## config.mk

```make
export PLATFORM = sky130hd
export DESIGN_NAME = linear_ramp_dimmer
export DESIGN_NICKNAME = d
export VERILOG_FILES = /design/src/sv/lrd_pkg.sv /design/src/sv/lrd_ctrl.sv /design/src/sv/lrd_datapath.sv /design/src/sv/linear_ramp_dimmer.sv
export SDC_FILE = /design/constraint.sdc
export NUM_CORES = 2
export LEC_CHECK = 0
export ABC_AREA = 0
export BUFFER_PORTS_ARGS = -buffer_cell sky130_fd_sc_hd__buf_2
export CAP_MARGIN = 30
export CORE_AREA = 2 2 305 232
export DETAILED_ROUTE_END_ITERATION = 10
export DIE_AREA = 0 0 307 234
export PLACE_DENSITY_LB_ADDON = 0.25
export SKIP_LAST_GASP = 1
export SYNTH_ARGS = -nofsm -noshare
export SYNTH_HDL_FRONTEND = slang
export SYNTH_HIERARCHICAL = 1
export SYNTH_SLANG_ARGS = --single-unit
```

## constraint.sdc

```tcl
create_clock -name clk -period 16.75 [get_ports clk]
set_input_delay 5.025 -clock clk [delete_from_list [all_inputs] [get_ports clk]]
set_output_delay 5.025 -clock clk [all_outputs]
set_load 0.005 [all_outputs]
```

## src/sv/lrd_pkg.sv

```systemverilog
`timescale 1ns / 1ps

package lrd_pkg;

    // field widths
    localparam int LEVEL_BITS = 16;
    localparam int RAMP_BITS  = 24;
    localparam int TIME_BITS  = 32;

    // width of the diff * elapsed product, also the divider's working word
    localparam int PROD_BITS = LEVEL_BITS + RAMP_BITS;

    // divider step counter, one quotient bit per step
    localparam int CNT_BITS = $clog2(LEVEL_BITS);

    // ramp length after reset, saturated to the field width
    localparam logic [RAMP_BITS-1:0] RESET_RAMP_LEN =
        (RAMP_BITS >= 10) ? RAMP_BITS'(1000) : '1;

    // transaction kinds
    localparam logic KIND_STEP  = 1'b0;
    localparam logic KIND_CLEAR = 1'b1;

    // controller states
    typedef enum logic [2:0] {
        ST_IDLE,
        ST_EVAL,
        ST_MUL,
        ST_DIV,
        ST_FORM,
        ST_WRITE
    } state_t;

    // controller to datapath
    typedef struct packed {
        logic load;      // capture the input transaction
        logic eval;      // apply clear or new target, compute elapsed time
        logic mul;       // compare elapsed time, form the product
        logic div_step;  // one restoring divide step
        logic form;      // build the level from the quotient
        logic push;      // move the result into the output register
    } cmd_t;

    // datapath to controller
    typedef struct packed {
        logic is_clear;  // captured transaction is a clear
        logic finished;  // elapsed time has reached the ramp length
    } status_t;

endpackage

```

## src/sv/lrd_ctrl.sv

```systemverilog
`timescale 1ns / 1ps

module lrd_ctrl
(
    input  logic             clk,
    input  logic             rst_n,
    input  logic             in_valid,
    output logic             in_ready,
    output logic             out_valid,
    input  logic             out_ready,
    input  lrd_pkg::status_t status,
    output lrd_pkg::cmd_t    cmd
);

    lrd_pkg::state_t state_reg;
    lrd_pkg::state_t state_next;
    logic [lrd_pkg::CNT_BITS-1:0] cnt_reg;
    logic [lrd_pkg::CNT_BITS-1:0] cnt_next;
    logic out_valid_reg;
    logic out_valid_next;
    logic slot_free;

    // output slot is free when empty or being drained this cycle
    assign slot_free = !out_valid_reg || out_ready;

    // state, step counter and output valid registers
    always_ff @(posedge clk or negedge rst_n)
    begin
        if (!rst_n)
        begin
            state_reg     <= lrd_pkg::ST_IDLE;
            cnt_reg       <= '0;
            out_valid_reg <= 1'b0;
        end
        else
        begin
            state_reg     <= state_next;
            cnt_reg       <= cnt_next;
            out_valid_reg <= out_valid_next;
        end
    end

    // next state and commands
    always_comb
    begin
        state_next = state_reg;
        cnt_next   = cnt_reg;
        cmd        = '0;
        in_ready   = 1'b0;
        unique case (state_reg)
            lrd_pkg::ST_IDLE:
            begin
                in_ready = 1'b1;
                if (in_valid)
                begin
                    cmd.load   = 1'b1;
                    state_next = lrd_pkg::ST_EVAL;
                end
            end
            lrd_pkg::ST_EVAL:
            begin
                cmd.eval = 1'b1;
                if (status.is_clear)
                begin
                    state_next = lrd_pkg::ST_WRITE;
                end
                else
                begin
                    state_next = lrd_pkg::ST_MUL;
                end
            end
            lrd_pkg::ST_MUL:
            begin
                cmd.mul  = 1'b1;
                cnt_next = '0;
                if (status.finished)
                begin
                    state_next = lrd_pkg::ST_WRITE;
                end
                else
                begin
                    state_next = lrd_pkg::ST_DIV;
                end
            end
            lrd_pkg::ST_DIV:
            begin
                cmd.div_step = 1'b1;
                cnt_next     = cnt_reg + 1'b1;
                if (cnt_reg == lrd_pkg::CNT_BITS'(lrd_pkg::LEVEL_BITS - 1))
                begin
                    state_next = lrd_pkg::ST_FORM;
                end
            end
            lrd_pkg::ST_FORM:
            begin
                cmd.form   = 1'b1;
                state_next = lrd_pkg::ST_WRITE;
            end
            lrd_pkg::ST_WRITE:
            begin
                if (slot_free)
                begin
                    cmd.push   = 1'b1;
                    state_next = lrd_pkg::ST_IDLE;
                end
            end
            default:
            begin
                state_next = lrd_pkg::ST_IDLE;
            end
        endcase
    end

    // output valid follows push and drain
    always_comb
    begin
        out_valid_next = out_valid_reg;
        if (cmd.push)
        begin
            out_valid_next = 1'b1;
        end
        else if (out_ready)
        begin
            out_valid_next = 1'b0;
        end
    end

    assign out_valid = out_valid_reg;

endmodule

```

## src/sv/lrd_datapath.sv

```systemverilog
`timescale 1ns / 1ps

module lrd_datapath
(
    input  logic                           clk,
    input  logic                           rst_n,
    input  lrd_pkg::cmd_t                  cmd,
    output lrd_pkg::status_t               status,
    input  logic                           kind,
    input  logic [lrd_pkg::LEVEL_BITS-1:0] target_level,
    input  logic [lrd_pkg::RAMP_BITS-1:0]  ramp_ms,
    input  logic [lrd_pkg::TIME_BITS-1:0]  now_ms,
    output logic [lrd_pkg::LEVEL_BITS-1:0] level,
    output logic                           ramp_done
);

    // captured transaction
    logic                           kind_reg;
    logic [lrd_pkg::LEVEL_BITS-1:0] tgt_in_reg;
    logic [lrd_pkg::RAMP_BITS-1:0]  len_in_reg;
    logic [lrd_pkg::TIME_BITS-1:0]  now_in_reg;

    // ramp state
    logic [lrd_pkg::LEVEL_BITS-1:0] present_level_reg;
    logic [lrd_pkg::LEVEL_BITS-1:0] start_level_reg;
    logic [lrd_pkg::TIME_BITS-1:0]  start_time_reg;
    logic [lrd_pkg::LEVEL_BITS-1:0] ramp_target_reg;
    logic [lrd_pkg::RAMP_BITS-1:0]  ramp_length_reg;

    // working registers
    logic [lrd_pkg::TIME_BITS-1:0]  elapsed_reg;
    logic [lrd_pkg::PROD_BITS-1:0]  rq_reg;
    logic                           down_reg;
    logic [lrd_pkg::LEVEL_BITS-1:0] result_reg;
    logic                           result_done_reg;
    logic [lrd_pkg::LEVEL_BITS-1:0] level_out_reg;
    logic                           done_out_reg;

    logic                           target_changed;
    logic                           is_clear;
    logic                           finished;
    logic                           down;
    logic [lrd_pkg::LEVEL_BITS-1:0] diff;
    logic [lrd_pkg::PROD_BITS-1:0]  product;
    logic [lrd_pkg::RAMP_BITS:0]    trial;
    logic                           trial_ge;
    logic [lrd_pkg::RAMP_BITS-1:0]  rem_next;
    logic [lrd_pkg::LEVEL_BITS-1:0] quotient;

    assign target_changed = (tgt_in_reg != ramp_target_reg);
    assign is_clear       = (kind_reg == lrd_pkg::KIND_CLEAR);
    assign finished       = (elapsed_reg >= lrd_pkg::TIME_BITS'(ramp_length_reg));

    // magnitude and direction of the ramp
    assign down = (ramp_target_reg < start_level_reg);
    assign diff = down ? (start_level_reg - ramp_target_reg)
                       : (ramp_target_reg - start_level_reg);
    assign product = lrd_pkg::PROD_BITS'(diff) *
                     lrd_pkg::PROD_BITS'(elapsed_reg[lrd_pkg::RAMP_BITS-1:0]);

    // restoring divide step: remainder in the upper bits, quotient shifts in below
    assign trial    = {rq_reg[lrd_pkg::PROD_BITS-1:lrd_pkg::LEVEL_BITS],
                       rq_reg[lrd_pkg::LEVEL_BITS-1]};
    assign trial_ge = (trial >= {1'b0, ramp_length_reg});
    assign rem_next = trial_ge ? lrd_pkg::RAMP_BITS'(trial - {1'b0, ramp_length_reg})
                               : trial[lrd_pkg::RAMP_BITS-1:0];
    assign quotient = rq_reg[lrd_pkg::LEVEL_BITS-1:0];

    // input capture
    always_ff @(posedge clk)
    begin
        if (cmd.load)
        begin
            kind_reg   <= kind;
            tgt_in_reg <= target_level;
            len_in_reg <= ramp_ms;
            now_in_reg <= now_ms;
        end
    end

    // ramp state: clear, new target latch, level update on push
    always_ff @(posedge clk or negedge rst_n)
    begin
        if (!rst_n)
        begin
            present_level_reg <= '0;
            start_level_reg   <= '0;
            start_time_reg    <= '0;
            ramp_target_reg   <= '0;
            ramp_length_reg   <= lrd_pkg::RESET_RAMP_LEN;
        end
        else if (cmd.eval)
        begin
            if (is_clear)
            begin
                present_level_reg <= '0;
                start_level_reg   <= '0;
                start_time_reg    <= '0;
                ramp_target_reg   <= '0;
                ramp_length_reg   <= lrd_pkg::RESET_RAMP_LEN;
            end
            else if (target_changed)
            begin
                start_level_reg <= present_level_reg;
                start_time_reg  <= now_in_reg;
                ramp_target_reg <= tgt_in_reg;
                ramp_length_reg <= len_in_reg;
            end
        end
        else if (cmd.push)
        begin
            present_level_reg <= result_reg;
        end
    end

    // elapsed time, product, divider and result
    always_ff @(posedge clk)
    begin
        if (cmd.eval)
        begin
            elapsed_reg     <= target_changed ? '0 : (now_in_reg - start_time_reg);
            result_reg      <= '0;
            result_done_reg <= 1'b0;
        end
        if (cmd.mul)
        begin
            rq_reg          <= product;
            down_reg        <= down;
            result_reg      <= ramp_target_reg;
            result_done_reg <= finished;
        end
        if (cmd.div_step)
        begin
            rq_reg <= {rem_next, rq_reg[lrd_pkg::LEVEL_BITS-2:0], trial_ge};
        end
        if (cmd.form)
        begin
            result_reg <= down_reg ? (start_level_reg - quotient)
                                   : (start_level_reg + quotient);
        end
    end

    // output register
    always_ff @(posedge clk)
    begin
        if (cmd.push)
        begin
            level_out_reg <= result_reg;
            done_out_reg  <= result_done_reg;
        end
    end

    assign status.is_clear = is_clear;
    assign status.finished = finished;
    assign level           = level_out_reg;
    assign ramp_done       = done_out_reg;

endmodule

```

## src/sv/linear_ramp_dimmer.sv

```systemverilog
`timescale 1ns / 1ps

// channel   handshake              payload
// -------   --------------------   -----------------------------------------
// input     in_valid / in_ready    kind, target_level, ramp_ms, now_ms
// output    out_valid / out_ready  level, ramp_done
//
// one transaction at a time; after input accept the result passes the states
// EVAL, WRITE on a clear, EVAL, MUL, WRITE when the ramp has finished and EVAL,
// MUL, DIV, FORM, WRITE while ramping, where the restoring divider retires one
// quotient bit per cycle in DIV; in_ready returns the cycle after the write.
// a stalled output holds the block in its write step; input is still taken while
// an earlier result waits. rst_n clears to level 0, target 0, ramp length 1000.

module linear_ramp_dimmer
(
    input  logic                           clk,
    input  logic                           rst_n,
    input  logic                           in_valid,
    output logic                           in_ready,
    input  logic                           kind,
    input  logic [lrd_pkg::LEVEL_BITS-1:0] target_level,
    input  logic [lrd_pkg::RAMP_BITS-1:0]  ramp_ms,
    input  logic [lrd_pkg::TIME_BITS-1:0]  now_ms,
    output logic                           out_valid,
    input  logic                           out_ready,
    output logic [lrd_pkg::LEVEL_BITS-1:0] level,
    output logic                           ramp_done
);

    lrd_pkg::cmd_t    cmd;
    lrd_pkg::status_t status;

    // sequencer
    lrd_ctrl u_ctrl
    (
        .clk       (clk),
        .rst_n     (rst_n),
        .in_valid  (in_valid),
        .in_ready  (in_ready),
        .out_valid (out_valid),
        .out_ready (out_ready),
        .status    (status),
        .cmd       (cmd)
    );

    // ramp state, multiplier and divider
    lrd_datapath u_datapath
    (
        .clk          (clk),
        .rst_n        (rst_n),
        .cmd          (cmd),
        .status       (status),
        .kind         (kind),
        .target_level (target_level),
        .ramp_ms      (ramp_ms),
        .now_ms       (now_ms),
        .level        (level),
        .ramp_done    (ramp_done)
    );

endmodule

```

==> impl_metrics.prom <==
# TYPE chip_impl_metric gauge
chip_impl_metric{name="slew_viol_final",unit=""} 0
chip_impl_metric{name="number_of_flip_flops_in_the_largest_register",unit=""} 40
chip_impl_info{name="ys_dominant_reg_cell",value="edfxtp_1"} 1
chip_impl_metric{name="grt_pass1_vias",unit=""} 22500
chip_impl_metric{name="global_route.overflow_total",unit=""} 0
chip_impl_metric{name="gr-usage-met2",unit=""} 0.339
chip_impl_metric{name="port_buffers",unit=""} 95
chip_impl_metric{name="final_critical_path_share_of_the_clock_period",unit=""} 0.643
chip_impl_metric{name="drc",unit=""} 0
chip_impl_metric{name="diodes",unit=""} 0
chip_impl_metric{name="rows",unit=""} 84
chip_impl_info{name="crit_path_end_kind",value="flop"} 1
chip_impl_metric{name="r2r.worst_path.cells",unit=""} 30
chip_impl_metric{name="globalplace.congestion",unit=""} 0.909
chip_impl_metric{name="groute.layer.met1.usage",unit=""} 0.363
chip_impl_metric{name="cts-hold-fix-buffers",unit=""} 0
chip_impl_metric{name="fp.dieH",unit="um"} 234
chip_impl_metric{name="core_region_area",unit="mm2"} 0.0692
chip_impl_metric{name="area_growth",unit="%"} 7.63
chip_impl_info{name="worstSetupPathType",value="flop to flop"} 1
chip_impl_metric{name="die_area",unit="mm2"} 0.0718
chip_impl_metric{name="max_clock_freq",unit="MHz"} 92.9
chip_impl_info{name="hp-start",value="u_datapath/result_done_reg$_SDFFCE_PN0P_"} 1
chip_impl_metric{name="final_hold_viol_count",unit=""} 0
chip_impl_info{name="yosysTopAreaCell",value="fa_1"} 1
chip_impl_metric{name="final_core_utilization",unit=""} 0.478
chip_impl_metric{name="slew_headroom",unit=""} 0.339
chip_impl_metric{name="syn-cell-area",unit="mm2"} 0.0307
chip_impl_metric{name="synth.lib_cells_used.distinct",unit=""} 98
chip_impl_metric{name="synth_enable_flop_cells",unit=""} 180
chip_impl_metric{name="holdPathStages",unit=""} 0
chip_impl_metric{name="path_buf_inv",unit=""} 6
chip_impl_metric{name="setup_slack",unit="ns"} 5.98
chip_impl_metric{name="postSynthRegisterBits",unit=""} 292
chip_impl_info{name="regToRegEndpoint",value="u_datapath/rq_reg[36]$_DFFE_PP_"} 1
chip_impl_info{name="startpoint_type",value="flop"} 1
chip_impl_metric{name="finalSetupViolations",unit=""} 0
chip_impl_metric{name="detailedRoute.firstIterationViolations",unit=""} 1990
chip_impl_metric{name="number_of_clock_buffers_inserted_by_tritoncts",unit=""} 27
chip_impl_metric{name="layout-drive-gt1-share",unit=""} 0.0858
chip_impl_metric{name="grt_first_pass_wirelength",unit="um"} 129000
chip_impl_info{name="run_status",value="complete, no violations"} 1
chip_impl_metric{name="insertion_delay",unit="ns"} 0.56
chip_impl_metric{name="cts_htree_levels",unit=""} 1
chip_impl_metric{name="floorplan.initialDensity",unit=""} 0.444
chip_impl_info{name="whs_endpoint",value="u_datapath/ramp_done$_DFFE_PP_"} 1
chip_impl_info{name="synth.area.top_cells",value="fa_1 (20%), edfxtp_1 (18%), ha_1 (9.7%), dfrtp_1 (8.6%), inv_1 (6.1%)"} 1
chip_impl_metric{name="critical_path_arrival",unit="ns"} 11.04
chip_impl_metric{name="fin_skew",unit="ns"} 0.0231
chip_impl_metric{name="proportion_of_netlist_area_held_by_the_largest_area_contributor",unit=""} 0.203
chip_impl_metric{name="grt_util_all_layers",unit=""} 0.229
chip_impl_info{name="layout_commonest_cell",value="inv_1"} 1
chip_impl_info{name="r2r_start",value="u_datapath/start_level_reg[12]$_DFFE_PN0P_"} 1
chip_impl_metric{name="cts_setup_buffers",unit=""} 0
chip_impl_info{name="cp_slowest_cell",value="and2_0"} 1
chip_impl_metric{name="timing.setup.tns",unit="ns"} 0
chip_impl_info{name="cts_tree",value="done"} 1
chip_impl_metric{name="fin_hold_ws",unit="ns"} 0.423
chip_impl_metric{name="dr_total_vias",unit=""} 23200
chip_impl_metric{name="grt_antenna_before_repair",unit=""} 0
chip_impl_metric{name="ant_nets",unit=""} 0
chip_impl_info{name="worst_path_dominant_cell_family",value="adder cells"} 1
chip_impl_metric{name="io_pins",unit=""} 96
chip_impl_metric{name="synthesis.instances",unit=""} 3226
chip_impl_info{name="cts-root-buf",value="clkbuf_16"} 1
chip_impl_metric{name="dp_slack",unit="ns"} 6.09
chip_impl_metric{name="avgSynthCellArea",unit="um2"} 9.52
chip_impl_metric{name="wl_per_cell",unit="um"} 19.4
chip_impl_info{name="min_path_type",value="flop to flop"} 1
chip_impl_info{name="grt_busiest_layer",value="met1"} 1
chip_impl_metric{name="clock_tree.buffer_depth",unit=""} 3
chip_impl_metric{name="setup.reg_to_reg.worst_slack",unit="ns"} 5.98
chip_impl_metric{name="worst-path-max-fanout",unit=""} 58
chip_impl_metric{name="drt_pass1_iterations",unit=""} 6
chip_impl_info{name="timing.critical_path.mode_cell",value="fa_1"} 1
chip_impl_metric{name="timing.max_cap.violations",unit=""} 0
chip_impl_metric{name="period_needed",unit="ns"} 10.77
chip_impl_info{name="commonest_cells_after_routing_fill_and_taps_aside",value="inv_1 (494), nand2_1 (344), fa_1 (311)"} 1
chip_impl_metric{name="cts_resized",unit=""} 0
chip_impl_metric{name="ys_seq_area_frac",unit=""} 0.268
chip_impl_metric{name="ys_async_sr_fraction",unit=""} 0.384
chip_impl_metric{name="cpPeakStageDelay",unit="ns"} 0.76
chip_impl_metric{name="cp_data_required_time",unit="ns"} 17.03
chip_impl_metric{name="detailedPlacementHpwl",unit="um"} 61400
chip_impl_metric{name="cts.clk_slew.worst_paths",unit="ns"} 0.07
chip_impl_metric{name="grt_util_met3",unit=""} 0.0286
chip_impl_metric{name="grt_max_degree",unit=""} 74
chip_impl_metric{name="drt_total_wl",unit="um"} 80700
chip_impl_info{name="setup_repair_after_global_routing_missed_its_margin",value="no"} 1
chip_impl_metric{name="tightestPinTransition",unit="ns"} 0.967
chip_impl_metric{name="die_w",unit="um"} 307
chip_impl_metric{name="yosys_warnings",unit=""} 6
chip_impl_metric{name="syn_nets",unit=""} 3853
chip_impl_metric{name="final_nets",unit=""} 3857
chip_impl_metric{name="clock-sinks",unit=""} 292
chip_impl_metric{name="routed_via_density",unit=""} 5.58
metrics by stage:
stage | cells | area [um2]
floorplan | 3226 | 30700
global placement | 4102 | 32100
detailed placement | 4103 | 32100
CTS | 4153 | 33000
global route | 4154 | 33000
finish | 4154 | 33000
layout make-up:
type	count	area [um2]
clock buffers	31	731
repair buffers	150	923
flip-flops and latches	292	8220
multi-input cells	2261	20000
clock inverters	19	188
well taps	903	1130
inverters	498	1870
fillers	6574	36100
cell families (layout without fill, tap and decap cells):
logic type	count (synthesis)	after routing	share of synthesized area
XOR/XNOR	124	124	0.0361
adder cells (fa/ha/maj)	550	550	0.300
AO/OA/AOI/OAI	602	602	0.138
AND/OR/NAND/NOR	921	921	0.149
flip-flops	292	292	0.268
multiplexers	64	64	0.0228
buffers and inverters	673	698	0.0861
cells in the mapped netlist (7+ instances only):
cell type,instances
a211oi_1,15
a21boi_0,12
a21o_1,64
a21oi_1,131
a22o_1,99
a311oi_1,12
a31oi_1,29
and2_1,126
and3_1,17
buf_2,23
buf_6,7
clkbuf_1,130
dfrtp_1,106
edfxtp_1,180
fa_1,311
ha_1,239
inv_1,495
mux2_2,10
mux2_4,9
mux2i_1,44
nand2_1,344
nand2b_1,32
nand3_1,81
nand4_1,35
nand4b_1,17
nor2_1,126
nor2b_1,30
nor3_1,42
nor3b_1,25
nor4_1,10
o211ai_1,12
o21a_1,20
o21ai_0,90
o21ai_1,7
o21bai_1,11
o22a_1,12
o311ai_0,10
o31a_1,7
o31ai_1,11
or2_2,8
or3_1,9
xnor2_1,72
xor2_1,49
per-layer routing:
layer | vias to the layer above | part of all wire
met1 | 11600 | 0.50
met4 | 0 | 0.012
met5 | - | 0
met3 | 66 | 0.063
met2 | 696 | 0.42
li1 | 10800 | -
worst register-to-register path: cells and delay by family, from the launching register on:
family	cells	cell delay, ns
muxes	2	0.42
xor gates and xnor gates	1	0.15
buffers and inverters	6	1.37
adders and majority gates	8	3.74
and+or+nand+nor	5	1.55
AOI/OAI and AO/OA	8	2.83
DFF	1	0.40
worst max-delay path by stage:
stage	from	endpoint	slack, ns	cells past startpoint
final	u_datapath/start_level_reg[12]$_DFFE_PN0P_	u_datapath/rq_reg[36]$_DFFE_PP_	5.98	30
after global placement	u_datapath/start_level_reg[12]$_DFFE_PN0P_	u_datapath/rq_reg[38]$_DFFE_PP_	6.23	31
after global routing	u_datapath/start_level_reg[12]$_DFFE_PN0P_	u_datapath/rq_reg[38]$_DFFE_PP_	5.44	28
after floorplan	u_datapath/ramp_target_reg[0]$_DFFE_PN0P_	u_datapath/rq_reg[36]$_DFFE_PP_	7.72	33
after detailed placement	u_datapath/start_level_reg[12]$_DFFE_PN0P_	u_datapath/rq_reg[36]$_DFFE_PP_	6.09	30
after CTS	u_datapath/start_level_reg[12]$_DFFE_PN0P_	u_datapath/rq_reg[36]$_DFFE_PP_	6.05	30
Power is left out: the tool's default activity adds up to more than one toggle a clock period on the data nets, which glitch-free logic cannot reach.
